===== config.mk =====
export PLATFORM = sky130hd
export DESIGN_NAME = dual_motor_incremental_pid_flat
export DESIGN_NICKNAME = d
export VERILOG_FILES = /design/src/dmip_pkg.sv /design/src/dmip_if.sv /design/src/dmip_regs.sv /design/src/dmip_ctrl.sv /design/src/dmip_datapath.sv /design/src/dual_motor_incremental_pid.sv /design/src/flat_wrapper.sv
export SDC_FILE = /design/constraint.sdc
export NUM_CORES = 2
export LEC_CHECK = 0
export BUFFER_PORTS_ARGS = -buffer_cell sky130_fd_sc_hd__buf_4
export CAP_MARGIN = 15
export CORE_MARGIN = 2
export CORE_UTILIZATION = 45
export DETAILED_ROUTE_END_ITERATION = 10
export MAX_ROUTING_LAYER = met4
export PLACE_DENSITY = 0.62
export SYNTH_ARGS = -nofsm -noshare
export SYNTH_HDL_FRONTEND = slang
export SYNTH_SLANG_ARGS = --single-unit

===== constraint.sdc =====
create_clock -name i_clk -period 23 [get_ports i_clk]
set_input_delay 1.15 -clock i_clk [delete_from_list [all_inputs] [get_ports i_clk]]
set_output_delay 1.15 -clock i_clk [all_outputs]
set_load 0.01 [all_outputs]

===== src/dmip_pkg.sv =====
package dmip_pkg;

    // Fixed widths of the encoder counters, gains and fields
    localparam int COUNTER_BITS   = 16;
    localparam int GAIN_FRAC_BITS = 16;
    localparam int GAIN_W         = 24;
    localparam int TARGET_W       = 16;
    localparam int SPEED_W        = 16;
    localparam int DUTY_W         = 9;
    localparam int ERR_W          = 18;
    localparam int ACC_W          = 48;
    localparam int SUM_W          = ACC_W + 2;
    localparam int DATA_W         = 32;
    localparam int ADDR_W         = 5;

    localparam logic [DUTY_W-1:0] DUTY_LIMIT = DUTY_W'(499);

    // rate = delta * 50 / 11; the divide by 11 is a reciprocal multiply,
    // exact for every operand below 2^21
    localparam int MUL_A_W            = 25;
    localparam int MUL_B_W            = 23;
    localparam int PROD_W             = MUL_A_W + MUL_B_W;
    localparam int RECIP_SHIFT        = 25;
    localparam logic [MUL_A_W-1:0] RECIP = MUL_A_W'(3050403);
    localparam int QUOT_W             = 18;

    localparam logic [GAIN_W-1:0]   KP_LEFT_RST      = GAIN_W'(98304);
    localparam logic [GAIN_W-1:0]   KI_LEFT_RST      = GAIN_W'(33);
    localparam logic [GAIN_W-1:0]   KD_LEFT_RST      = GAIN_W'(65536);
    localparam logic [GAIN_W-1:0]   KP_RIGHT_RST     = GAIN_W'(91750);
    localparam logic [GAIN_W-1:0]   KI_RIGHT_RST     = GAIN_W'(33);
    localparam logic [GAIN_W-1:0]   KD_RIGHT_RST     = GAIN_W'(65536);
    localparam logic [TARGET_W-1:0] TARGET_LEFT_RST  = TARGET_W'(30);
    localparam logic [TARGET_W-1:0] TARGET_RIGHT_RST = TARGET_W'(100);

    typedef enum logic [2:0] {
        REG_KP_LEFT      = 3'd0,
        REG_KI_LEFT      = 3'd1,
        REG_KD_LEFT      = 3'd2,
        REG_KP_RIGHT     = 3'd3,
        REG_KI_RIGHT     = 3'd4,
        REG_KD_RIGHT     = 3'd5,
        REG_TARGET_LEFT  = 3'd6,
        REG_TARGET_RIGHT = 3'd7
    } t_reg_idx;

    localparam logic MOTOR_LEFT  = 1'b0;
    localparam logic MOTOR_RIGHT = 1'b1;

    // Gains and targets, index 0 = left motor, 1 = right motor
    typedef struct packed {
        logic [1:0][GAIN_W-1:0]   kp;
        logic [1:0][GAIN_W-1:0]   ki;
        logic [1:0][GAIN_W-1:0]   kd;
        logic [1:0][TARGET_W-1:0] target;
    } t_gains;

    typedef enum logic [3:0] {
        OP_NONE,
        OP_LOAD,
        OP_DIV,
        OP_RATE,
        OP_DIFF,
        OP_MP,
        OP_MI,
        OP_MD,
        OP_ACC,
        OP_DRV,
        OP_PUSH
    } t_op;

    typedef struct packed {
        t_op  op;
        logic sel;
    } t_cmd;

    typedef struct packed {
        logic [DUTY_W-1:0]  duty_left;
        logic               forward_left;
        logic [DUTY_W-1:0]  duty_right;
        logic               forward_right;
        logic [SPEED_W-1:0] speed_left;
        logic [SPEED_W-1:0] speed_right;
    } t_result;

endpackage


===== src/dmip_if.sv =====
interface dmip_in_if;
    import dmip_pkg::*;

    logic                    valid;
    logic                    ready;
    logic [COUNTER_BITS-1:0] count_left;
    logic [COUNTER_BITS-1:0] count_right;

    modport source (output valid, output count_left, output count_right, input ready);
    modport sink   (input valid, input count_left, input count_right, output ready);
endinterface

interface dmip_out_if;
    import dmip_pkg::*;

    logic                      valid;
    logic                      ready;
    logic [DUTY_W-1:0]         duty_left;
    logic                      forward_left;
    logic [DUTY_W-1:0]         duty_right;
    logic                      forward_right;
    logic signed [SPEED_W-1:0] speed_left;
    logic signed [SPEED_W-1:0] speed_right;

    modport source (output valid, output duty_left, output forward_left,
                    output duty_right, output forward_right,
                    output speed_left, output speed_right, input ready);
    modport sink   (input valid, input duty_left, input forward_left,
                    input duty_right, input forward_right,
                    input speed_left, input speed_right, output ready);
endinterface


===== src/dmip_regs.sv =====
module dmip_regs (
    input  logic                           i_clk,
    input  logic                           i_rst_n,
    input  logic                           psel,
    input  logic                           penable,
    input  logic                           pwrite,
    input  logic [dmip_pkg::ADDR_W-1:0]    paddr,
    input  logic [dmip_pkg::DATA_W-1:0]    pwdata,
    output logic [dmip_pkg::DATA_W-1:0]    prdata,
    output logic                           pready,
    output dmip_pkg::t_gains               o_gains
);
    import dmip_pkg::*;

    t_gains   r_gains;
    t_reg_idx idx;
    logic     wr_en;

    assign idx    = t_reg_idx'(paddr[ADDR_W-1:2]);
    assign wr_en  = psel && penable && pwrite && pready;
    assign pready = 1'b1;
    assign o_gains = r_gains;

    always_ff @(posedge i_clk) begin
        if (!i_rst_n) begin
            r_gains.kp[0]     <= KP_LEFT_RST;
            r_gains.ki[0]     <= KI_LEFT_RST;
            r_gains.kd[0]     <= KD_LEFT_RST;
            r_gains.kp[1]     <= KP_RIGHT_RST;
            r_gains.ki[1]     <= KI_RIGHT_RST;
            r_gains.kd[1]     <= KD_RIGHT_RST;
            r_gains.target[0] <= TARGET_LEFT_RST;
            r_gains.target[1] <= TARGET_RIGHT_RST;
        end else if (wr_en) begin
            unique case (idx)
                REG_KP_LEFT:      r_gains.kp[0]     <= pwdata[GAIN_W-1:0];
                REG_KI_LEFT:      r_gains.ki[0]     <= pwdata[GAIN_W-1:0];
                REG_KD_LEFT:      r_gains.kd[0]     <= pwdata[GAIN_W-1:0];
                REG_KP_RIGHT:     r_gains.kp[1]     <= pwdata[GAIN_W-1:0];
                REG_KI_RIGHT:     r_gains.ki[1]     <= pwdata[GAIN_W-1:0];
                REG_KD_RIGHT:     r_gains.kd[1]     <= pwdata[GAIN_W-1:0];
                REG_TARGET_LEFT:  r_gains.target[0] <= pwdata[TARGET_W-1:0];
                REG_TARGET_RIGHT: r_gains.target[1] <= pwdata[TARGET_W-1:0];
                default: ;
            endcase
        end
    end

    always_comb begin
        unique case (idx)
            REG_KP_LEFT:      prdata = DATA_W'(r_gains.kp[0]);
            REG_KI_LEFT:      prdata = DATA_W'(r_gains.ki[0]);
            REG_KD_LEFT:      prdata = DATA_W'(r_gains.kd[0]);
            REG_KP_RIGHT:     prdata = DATA_W'(r_gains.kp[1]);
            REG_KI_RIGHT:     prdata = DATA_W'(r_gains.ki[1]);
            REG_KD_RIGHT:     prdata = DATA_W'(r_gains.kd[1]);
            REG_TARGET_LEFT:  prdata = DATA_W'(r_gains.target[0]);
            REG_TARGET_RIGHT: prdata = DATA_W'(r_gains.target[1]);
            default:          prdata = '0;
        endcase
    end

endmodule


===== src/dmip_ctrl.sv =====
module dmip_ctrl (
    input  logic           i_clk,
    input  logic           i_rst_n,
    input  logic           i_in_valid,
    input  logic           i_out_ready,
    output logic           o_in_ready,
    output logic           o_out_valid,
    output dmip_pkg::t_cmd o_cmd
);
    import dmip_pkg::*;

    typedef enum logic [3:0] {
        S_IDLE,
        S_DIV,
        S_RATE,
        S_DIFF,
        S_MP,
        S_MI,
        S_MD,
        S_ACC,
        S_DRV,
        S_PUSH
    } t_state;

    t_state r_state;
    logic   r_sel;
    logic   r_out_valid;
    logic   out_free;

    assign out_free    = !r_out_valid || i_out_ready;
    assign o_in_ready  = (r_state == S_IDLE);
    assign o_out_valid = r_out_valid;

    always_comb begin
        o_cmd.sel = r_sel;
        unique case (r_state)
            S_IDLE:  o_cmd.op = i_in_valid ? OP_LOAD : OP_NONE;
            S_DIV:   o_cmd.op = OP_DIV;
            S_RATE:  o_cmd.op = OP_RATE;
            S_DIFF:  o_cmd.op = OP_DIFF;
            S_MP:    o_cmd.op = OP_MP;
            S_MI:    o_cmd.op = OP_MI;
            S_MD:    o_cmd.op = OP_MD;
            S_ACC:   o_cmd.op = OP_ACC;
            S_DRV:   o_cmd.op = OP_DRV;
            S_PUSH:  o_cmd.op = out_free ? OP_PUSH : OP_NONE;
            default: o_cmd.op = OP_NONE;
        endcase
    end

    always_ff @(posedge i_clk) begin
        if (!i_rst_n) begin
            r_state     <= S_IDLE;
            r_sel       <= MOTOR_LEFT;
            r_out_valid <= 1'b0;
        end else begin
            // Set on a push, otherwise drop once the result is taken
            if (r_state == S_PUSH && out_free) begin
                r_out_valid <= 1'b1;
            end else if (i_out_ready) begin
                r_out_valid <= 1'b0;
            end
            unique case (r_state)
                S_IDLE: begin
                    if (i_in_valid) begin
                        r_sel   <= MOTOR_LEFT;
                        r_state <= S_DIV;
                    end
                end
                S_DIV:  r_state <= S_RATE;
                S_RATE: r_state <= S_DIFF;
                S_DIFF: r_state <= S_MP;
                S_MP:   r_state <= S_MI;
                S_MI:   r_state <= S_MD;
                S_MD:   r_state <= S_ACC;
                S_ACC:  r_state <= S_DRV;
                S_DRV: begin
                    if (r_sel == MOTOR_LEFT) begin
                        r_sel   <= MOTOR_RIGHT;
                        r_state <= S_DIV;
                    end else begin
                        r_state <= S_PUSH;
                    end
                end
                S_PUSH: begin
                    if (out_free) begin
                        r_state <= S_IDLE;
                    end
                end
                default: r_state <= S_IDLE;
            endcase
        end
    end

endmodule


===== src/dmip_datapath.sv =====
module dmip_datapath (
    input  logic                              i_clk,
    input  logic                              i_rst_n,
    input  dmip_pkg::t_cmd                    i_cmd,
    input  dmip_pkg::t_gains                  i_gains,
    input  logic [dmip_pkg::COUNTER_BITS-1:0] i_count_left,
    input  logic [dmip_pkg::COUNTER_BITS-1:0] i_count_right,
    output dmip_pkg::t_result                 o_result
);
    import dmip_pkg::*;

    localparam int MAG_W = COUNTER_BITS + 1;

    logic [COUNTER_BITS-1:0]  r_cnt  [2];
    logic [COUNTER_BITS-1:0]  r_last [2];
    logic signed [ERR_W-1:0]  r_e1   [2];
    logic signed [ERR_W-1:0]  r_e2   [2];
    logic signed [ACC_W-1:0]  r_acc  [2];
    logic [DUTY_W-1:0]        r_duty [2];
    logic                     r_fwd  [2];
    logic [SPEED_W-1:0]       r_spd  [2];

    logic                      r_neg;
    logic signed [PROD_W-1:0]  r_prod;
    logic signed [SPEED_W-1:0] r_rate;
    logic signed [ERR_W-1:0]   r_e;
    logic signed [ERR_W:0]     r_dp;
    logic signed [ERR_W:0]     r_di;
    logic signed [ERR_W+1:0]   r_dd;
    logic signed [SUM_W-1:0]   r_sum;
    t_result                   r_res;

    logic                      sel;
    logic [COUNTER_BITS-1:0]   delta;
    logic [MAG_W-1:0]          delta_mag;
    logic [MUL_B_W-1:0]        m50;
    logic signed [MUL_A_W-1:0] mul_a;
    logic signed [MUL_B_W-1:0] mul_b;
    logic signed [PROD_W-1:0]  mul_p;
    logic [QUOT_W-1:0]         quot;
    logic signed [SPEED_W-1:0] rate_sat;
    logic signed [ERR_W-1:0]   e_now;
    logic signed [ERR_W+1:0]   e_w;
    logic signed [ERR_W+1:0]   e1_w;
    logic signed [ERR_W+1:0]   e2_w;
    logic signed [SUM_W-1:0]   prod_w;
    logic signed [SUM_W-1:0]   acc_sum;
    logic signed [ACC_W-1:0]   acc_sat;
    logic signed [ACC_W-1:0]   acc_cur;
    logic [ACC_W-1:0]          acc_mag;
    logic [ACC_W-GAIN_FRAC_BITS-1:0] drive_int;
    logic [DUTY_W-1:0]         duty_clamp;

    assign sel = i_cmd.sel;

    // Wrapped count change and its scaled magnitude, |delta| * 50
    assign delta     = r_cnt[sel] - r_last[sel];
    assign delta_mag = delta[COUNTER_BITS-1]
                     ? MAG_W'(-{1'b1, delta})
                     : {1'b0, delta};
    assign m50 = (MUL_B_W'(delta_mag) << 5) + (MUL_B_W'(delta_mag) << 4)
               + (MUL_B_W'(delta_mag) << 1);

    always_comb begin
        case (i_cmd.op)
            OP_DIV: begin
                mul_a = RECIP;
                mul_b = m50;
            end
            OP_MP: begin
                mul_a = {1'b0, i_gains.kp[sel]};
                mul_b = MUL_B_W'(r_dp);
            end
            OP_MI: begin
                mul_a = {1'b0, i_gains.ki[sel]};
                mul_b = MUL_B_W'(r_di);
            end
            default: begin
                mul_a = {1'b0, i_gains.kd[sel]};
                mul_b = MUL_B_W'(r_dd);
            end
        endcase
    end

    assign mul_p = mul_a * mul_b;

    // Truncated quotient, then signed saturation to 16 bits
    assign quot = r_prod[RECIP_SHIFT +: QUOT_W];
    always_comb begin
        if (r_neg) begin
            rate_sat = (quot > QUOT_W'(32768)) ? SPEED_W'(16'h8000)
                                                : SPEED_W'(-quot);
        end else begin
            rate_sat = (quot > QUOT_W'(32767)) ? SPEED_W'(16'h7fff)
                                                : SPEED_W'(quot);
        end
    end

    assign e_now = ERR_W'($signed(i_gains.target[sel])) - ERR_W'(r_rate);
    assign e_w   = (ERR_W+2)'(e_now);
    assign e1_w  = (ERR_W+2)'(r_e1[sel]);
    assign e2_w  = (ERR_W+2)'(r_e2[sel]);

    assign prod_w  = SUM_W'(r_prod);
    assign acc_sum = r_sum + prod_w;
    always_comb begin
        if (acc_sum[SUM_W-1:ACC_W-1] == '0 || acc_sum[SUM_W-1:ACC_W-1] == '1) begin
            acc_sat = acc_sum[ACC_W-1:0];
        end else if (acc_sum[SUM_W-1]) begin
            acc_sat = {1'b1, {(ACC_W-1){1'b0}}};
        end else begin
            acc_sat = {1'b0, {(ACC_W-1){1'b1}}};
        end
    end

    // Drive magnitude: integer part of |acc|, clamped to the duty limit
    assign acc_cur    = r_acc[sel];
    assign acc_mag    = acc_cur[ACC_W-1] ? ACC_W'(-acc_cur) : ACC_W'(acc_cur);
    assign drive_int  = acc_mag[ACC_W-1:GAIN_FRAC_BITS];
    assign duty_clamp = (drive_int > (ACC_W-GAIN_FRAC_BITS)'(DUTY_LIMIT))
                      ? DUTY_LIMIT
                      : drive_int[DUTY_W-1:0];

    always_ff @(posedge i_clk) begin
        if (!i_rst_n) begin
            for (int m = 0; m < 2; m++) begin
                r_last[m] <= '0;
                r_e1[m]   <= '0;
                r_e2[m]   <= '0;
                r_acc[m]  <= '0;
            end
        end else if (i_cmd.op == OP_ACC) begin
            r_acc[sel]  <= acc_sat;
            r_e2[sel]   <= r_e1[sel];
            r_e1[sel]   <= r_e;
            r_last[sel] <= r_cnt[sel];
        end
    end

    always_ff @(posedge i_clk) begin
        case (i_cmd.op)
            OP_LOAD: begin
                r_cnt[0] <= i_count_left;
                r_cnt[1] <= i_count_right;
            end
            OP_DIV: begin
                r_neg  <= delta[COUNTER_BITS-1];
                r_prod <= mul_p;
            end
            OP_RATE: begin
                r_rate     <= rate_sat;
                r_spd[sel] <= rate_sat;
            end
            OP_DIFF: begin
                r_e   <= e_now;
                r_dp  <= (ERR_W+1)'(e_w - e1_w);
                r_di  <= (ERR_W+1)'(e_w + e1_w);
                r_dd  <= e_w - (e1_w <<< 1) + e2_w;
                r_sum <= SUM_W'(r_acc[sel]);
            end
            OP_MP: begin
                r_prod <= mul_p;
            end
            OP_MI, OP_MD: begin
                r_sum  <= acc_sum;
                r_prod <= mul_p;
            end
            OP_DRV: begin
                r_duty[sel] <= duty_clamp;
                r_fwd[sel]  <= !acc_cur[ACC_W-1] && (duty_clamp != '0);
            end
            OP_PUSH: begin
                r_res.duty_left     <= r_duty[0];
                r_res.forward_left  <= r_fwd[0];
                r_res.duty_right    <= r_duty[1];
                r_res.forward_right <= r_fwd[1];
                r_res.speed_left    <= r_spd[0];
                r_res.speed_right   <= r_spd[1];
            end
            default: ;
        endcase
    end

    assign o_result = r_res;

endmodule


===== src/dual_motor_incremental_pid.sv =====
// Channel     Dir  Handshake            Payload
// i_cnt       in   valid / ready        count_left, count_right (16b each)
// o_res       out  valid / ready        duty_*, forward_*, speed_* per motor
// APB (p*)    in   psel,penable,pwrite  8 x 32b registers at 4*i, pready tied high
//
// A transaction runs through one accept step, eight sequencer steps per
// motor through the single shared 25x23 multiplier (rate divide, rate,
// differences, P, I, D, accumulate, drive), and one push into the output
// register, after which the result turns valid. The next transaction is
// accepted in the cycle after the push, while the result may still wait for
// o_res.ready.
// Reset (synchronous, active low) clears counts, errors and accumulators and
// loads the default gains; a stalled output holds the sequencer at its push step.
module dual_motor_incremental_pid (
    input  logic                          i_clk,
    input  logic                          i_rst_n,
    dmip_in_if.sink                       i_cnt,
    dmip_out_if.source                    o_res,
    input  logic                          psel,
    input  logic                          penable,
    input  logic                          pwrite,
    input  logic [dmip_pkg::ADDR_W-1:0]   paddr,
    input  logic [dmip_pkg::DATA_W-1:0]   pwdata,
    output logic [dmip_pkg::DATA_W-1:0]   prdata,
    output logic                          pready
);
    import dmip_pkg::*;

    t_gains  gains;
    t_cmd    cmd;
    t_result result;

    // Gain and target registers behind the APB port
    dmip_regs u_regs (
        .i_clk   (i_clk),
        .i_rst_n (i_rst_n),
        .psel    (psel),
        .penable (penable),
        .pwrite  (pwrite),
        .paddr   (paddr),
        .pwdata  (pwdata),
        .prdata  (prdata),
        .pready  (pready),
        .o_gains (gains)
    );

    // Sequencer: steps left motor then right motor, then pushes the result
    dmip_ctrl u_ctrl (
        .i_clk       (i_clk),
        .i_rst_n     (i_rst_n),
        .i_in_valid  (i_cnt.valid),
        .i_out_ready (o_res.ready),
        .o_in_ready  (i_cnt.ready),
        .o_out_valid (o_res.valid),
        .o_cmd       (cmd)
    );

    // Shared multiplier, per-motor state and the output register
    dmip_datapath u_dp (
        .i_clk         (i_clk),
        .i_rst_n       (i_rst_n),
        .i_cmd         (cmd),
        .i_gains       (gains),
        .i_count_left  (i_cnt.count_left),
        .i_count_right (i_cnt.count_right),
        .o_result      (result)
    );

    // Drive the result channel straight from the output register
    assign o_res.duty_left     = result.duty_left;
    assign o_res.forward_left  = result.forward_left;
    assign o_res.duty_right    = result.duty_right;
    assign o_res.forward_right = result.forward_right;
    assign o_res.speed_left    = $signed(result.speed_left);
    assign o_res.speed_right   = $signed(result.speed_right);

    // Accepting a transaction starts the sequencer, so ready must drop
    a_busy_after_accept: assert property (@(posedge i_clk) disable iff (!i_rst_n)
        (i_cnt.valid && i_cnt.ready) |=> !i_cnt.ready)
        else $error("input still ready after accept");

    // Clamp holds on both motors
    a_duty_limit: assert property (@(posedge i_clk) disable iff (!i_rst_n)
        o_res.valid |-> (o_res.duty_left <= DUTY_LIMIT && o_res.duty_right <= DUTY_LIMIT))
        else $error("duty above limit");

    // Forward drive always carries a nonzero duty
    a_forward_nonzero: assert property (@(posedge i_clk) disable iff (!i_rst_n)
        o_res.valid |-> ((!o_res.forward_left || o_res.duty_left != '0) &&
                         (!o_res.forward_right || o_res.duty_right != '0)))
        else $error("forward set with zero duty");

    // No new transaction is taken while a result is being pushed out
    a_no_accept_on_push: assert property (@(posedge i_clk) disable iff (!i_rst_n)
        (cmd.op == OP_PUSH) |-> !i_cnt.ready)
        else $error("input ready during push");

endmodule

===== src/flat_wrapper.sv =====
// flat-port wrapper written by rule: the top's interface ports become plain ports
module dual_motor_incremental_pid_flat import dmip_pkg::*;
  (i_clk, i_rst_n, psel, penable, pwrite, paddr, pwdata, prdata, pready, i_cnt_valid, i_cnt_count_left, i_cnt_count_right, i_cnt_ready, o_res_valid, o_res_duty_left, o_res_forward_left, o_res_duty_right, o_res_forward_right, o_res_speed_left, o_res_speed_right, o_res_ready);
  dmip_in_if i_cnt_i ();
  dmip_out_if o_res_i ();
  input  logic i_clk;
  input  logic i_rst_n;
  input  logic psel;
  input  logic penable;
  input  logic pwrite;
  input  logic [dmip_pkg::ADDR_W-1:0] paddr;
  input  logic [dmip_pkg::DATA_W-1:0] pwdata;
  output logic [dmip_pkg::DATA_W-1:0] prdata;
  output logic pready;
  input wire logic [$bits(i_cnt_i.valid)-1:0] i_cnt_valid;
  input wire logic [$bits(i_cnt_i.count_left)-1:0] i_cnt_count_left;
  input wire logic [$bits(i_cnt_i.count_right)-1:0] i_cnt_count_right;
  output wire logic [$bits(i_cnt_i.ready)-1:0] i_cnt_ready;
  output wire logic [$bits(o_res_i.valid)-1:0] o_res_valid;
  output wire logic [$bits(o_res_i.duty_left)-1:0] o_res_duty_left;
  output wire logic [$bits(o_res_i.forward_left)-1:0] o_res_forward_left;
  output wire logic [$bits(o_res_i.duty_right)-1:0] o_res_duty_right;
  output wire logic [$bits(o_res_i.forward_right)-1:0] o_res_forward_right;
  output wire logic [$bits(o_res_i.speed_left)-1:0] o_res_speed_left;
  output wire logic [$bits(o_res_i.speed_right)-1:0] o_res_speed_right;
  input wire logic [$bits(o_res_i.ready)-1:0] o_res_ready;
  assign i_cnt_i.valid = i_cnt_valid;
  assign i_cnt_i.count_left = i_cnt_count_left;
  assign i_cnt_i.count_right = i_cnt_count_right;
  assign i_cnt_ready = i_cnt_i.ready;
  assign o_res_valid = o_res_i.valid;
  assign o_res_duty_left = o_res_i.duty_left;
  assign o_res_forward_left = o_res_i.forward_left;
  assign o_res_duty_right = o_res_i.duty_right;
  assign o_res_forward_right = o_res_i.forward_right;
  assign o_res_speed_left = o_res_i.speed_left;
  assign o_res_speed_right = o_res_i.speed_right;
  assign o_res_i.ready = o_res_ready;
  dual_motor_incremental_pid u_core (.i_clk(i_clk), .i_rst_n(i_rst_n), .i_cnt(i_cnt_i), .o_res(o_res_i), .psel(psel), .penable(penable), .pwrite(pwrite), .paddr(paddr), .pwdata(pwdata), .prdata(prdata), .pready(pready));
endmodule

==> summary.txt <==
Status
  – Outcome: finished, final reports clean

Clock tree
  – Num CTS Buffers: 78
  – Post-CTS Setup Inserts: 0
  – Root buf cell: clkbuf_16
  – Worst skew pair latency: 0.70 ns
  – Sink Count: 704
  – TritonCTS clock tree: done
  – CTS resizes: 0
  – H-tree level count: 3
  – Hold_buf cts: 0
  – Clock-pin slew on the worst setup and hold paths: 0.06 ns
  – Clk buf depth: 3

Setup path
  – Crit-path max FO: 57
  – Critical-path top delay cell: dfxtp_4
  – Critical path data required time: 23.40 ns
  – R2R Path End: u_core.u_dp.r_prod[45]
  – Critical Setup Path Class: flip-flop to flip-flop
  – Reg2Reg Depth: 51
  – Worst EP arrival: 15.80 ns
  – Largest stage delay, worst path: 0.85 ns
  – Startpoint types: flip-flop
  – R2R Setup Slk: 7.60 ns
  – Worst setup EP type: flip-flop
  – Most frequent cell on the critical path: fa_1

Min path
  – Hold Crit Start: u_core.u_dp.r_spd[0][12]
  – Hold EP: o_res_speed_left[12]
  – Worst Hold Class: flip-flop to flip-flop
  – Hold Path Cell Cnt: 0

Place
  – Post-detail-place hpwl: 114,000 um
  – Buffers on Ports: 143
  – Dpl ws: 7.80 ns
  – Gpl congestion: 0.902
  – Placed Instance Area: roughly 0.060 mm^2

Final layout
  – Nets: 6,863
  – Antenna diodes: 0
  – P&R area growth vs syn: 9.80%
  – Layout cells sized above 1: 8.29%
  – Design Area, Final: around 0.063 mm^2
  – Fill count: 11,600

Logic synthesis
  – Top post-synthesis cells by area: edfxtp_1, fa_1, ha_1
  – Synth Register Bits: 704
  – Top cell type's share of synthesized area: 27.3%
  – Post-synth EDFFs: 521
  – Syn Inst Count: 5,933
  – Post-synthesis cell type count: 85
  – Syn Area/Cell: 9.64 um^2
  – Cell Area, Synth: 0.0572 mm^2
  – Synth warn: 0
  – Seq/Total Area, Yosys: between 30 and 40%
  – Post-synth ARST share: 0%
  – Post-synth top area cell: edfxtp_1
  – Main synth FF type: edfxtp_1

GRT
  – Overflow after GRT: 0
  – Antenna violations before repair: 0
  – Vias in the first global route: roughly 43,000
  – GRT Total Usage: 25.4%
  – Largest net degree at the start of global routing: between 80 and 90
  – First-pass GRT wire length: 250,000 um

Detailed routing
  – DRC: 0
  – Vias post-DR: between 40,000 and 50,000
  – Detailed-route wire length: 161,000 um
  – Antenna-violating nets left: 0
  – Via density: 5.60
  – WL/cell: around 21 um
  – Drt first pass iters: 6
  – DRT iter0 DRCs: 3,684

Flow run
  – MaxCap Viol Count: 0

STA
  – Final Hold Viols: 0
  – Setup_tns: 0 ns
  – Worst setup margin: 7.60 ns
  – Unrepaired setup endpoints after global routing: false
  – Clk_skew: 0.0385 ns
  – Slew HR: 18.0%
  – Max Freq: 64.9 MHz
  – Setup violators final: 0
  – Worst Tran Pin Value: 1.21 ns
  – Final min period: 15.40 ns
  – Max-slew violation count: 0
  – Final Cycle Share: 67.0%

Die
  – Die footprint: 0.130 mm^2
  – Io pins: between 150 and 200
  – Initial Util: 45.4%
  – Row cnt: 130
  – Die W: ~360 um
  – Die height: around 360 um
  – Core area: 0.126 mm^2
-- logic make-up (layout without fill, tap and decap cells) --
group           Yosys count  in the layout  synth area share, %
simple gates           1862           1862                 14.7
other cells               2             12               0.0131
compound gates         1019           1019                 11.7
flops                   704            704                 33.7
xor+xnor                202            202                 3.09
mux                     258            258                 4.75
fa+ha+maj               852            852                 25.1
buf+inv                1034           1086                 6.94
-- Yosys cell counts, types with 66 or more instances --
library cell,n
mux2i_1,197
a21oi_1,261
xnor2_1,137
inv_1,720
ha_1,359
fa_1,493
nand3_1,79
dfxtp_1,183
o21ai_0,170
a21boi_0,162
and2_1,131
nor3_1,78
clkbuf_1,251
edfxtp_1,521
nor2_1,378
nor2b_1,101
o31ai_1,66
nand2_1,886
-- registers in the layout (all words and copies together) (netlist names), 16 cells and up, named ones only --
signal	flops
u_core.u_dp.r_cnt	32
u_core.u_dp.r_e2	34
u_core.u_dp.r_e	17
u_core.u_dp.r_dp	19
u_core.u_dp.r_di	18
u_core.u_dp.r_duty	18
u_core.u_regs.o_gains	176
u_core.u_dp.r_sum	50
u_core.u_dp.r_acc	96
o_res_speed_right	16
u_core.u_dp.r_dd	20
u_core.u_dp.r_last	32
o_res_speed_left	16
u_core.u_dp.r_e1	34
u_core.u_dp.r_rate	16
u_core.u_dp.r_spd	32
u_core.u_dp.r_prod	48
-- worst max path at each step --
stage | startpoint | to | slack [ns] | cells after the start
after floorplan | flip-flop | u_core.u_dp.r_prod[47] | 8.55 | 55
after global routing | flip-flop | u_core.u_dp.r_prod[47] | 6.62 | 50
after CTS | flip-flop | u_core.u_dp.r_prod[45] | 7.67 | 51
final | flip-flop | u_core.u_dp.r_prod[45] | 7.60 | 51
after global placement | flip-flop | u_core.u_dp.r_prod[45] | 7.82 | 51
after detailed placement | flip-flop | u_core.u_dp.r_prod[45] | 7.80 | 51
-- area by class of cell --
class	count	area, um^2	share of cell area, %
Clock buffer	91	2020	3.22
Timing Repair Buffer	225	1690	2.68
Clock inverter	49	617	0.982
Inverter	721	2710	4.31
Sequential cell	704	19300	30.7
Multi-Input combinational cell	4205	34400	54.8
Tap cell	1650	2060	3.29
-- per-stage QoR --
stage / util (%) / hold WS [ns] / instances
finish: 49.9 / 0.412 / 7645
floorplan: - / 0.400 / 5943
detailed placement: 47.8 / 0.405 / 7505
global placement: 47.8 / 0.403 / 7504
global route: 49.9 / 0.419 / 7645
CTS: 49.9 / 0.412 / 7645
-- cell usage in the layout, fill, tap and decap left out, types with 181 or more instances in the layout --
master,instances
nand2_1,882
inv_1,720
edfxtp_1,521
fa_1,493
nor2_1,368
ha_1,359
a21oi_1,231
buf_4,224
mux2i_1,197
dfxtp_1,181
-- worst max-delay path, delay by kind of cell, from the launching register on --
| family | cells | cell delay [ns] |
|---|---|---|
| flip-flops | 1 | 0.85 |
| multiplexers | 2 | 0.90 |
| XOR/XNOR | 1 | 0.46 |
| adder cells (fa/ha/maj) | 11 | 4.97 |
| AND/OR/NAND/NOR | 11 | 1.79 |
| AO/OA/AOI/OAI | 18 | 4.48 |
| buffers and inverters | 8 | 1.54 |
-- metal layers --
metal	wire, um	GRT usage [%]
met4	6050	9.11
met5	0	-
met3	11000	3.95
met1	71200	34.1
met2	72300	39.1
Power is left out: the tool's default activity adds up to more than one toggle a clock period on the data nets, which glitch-free logic cannot reach.
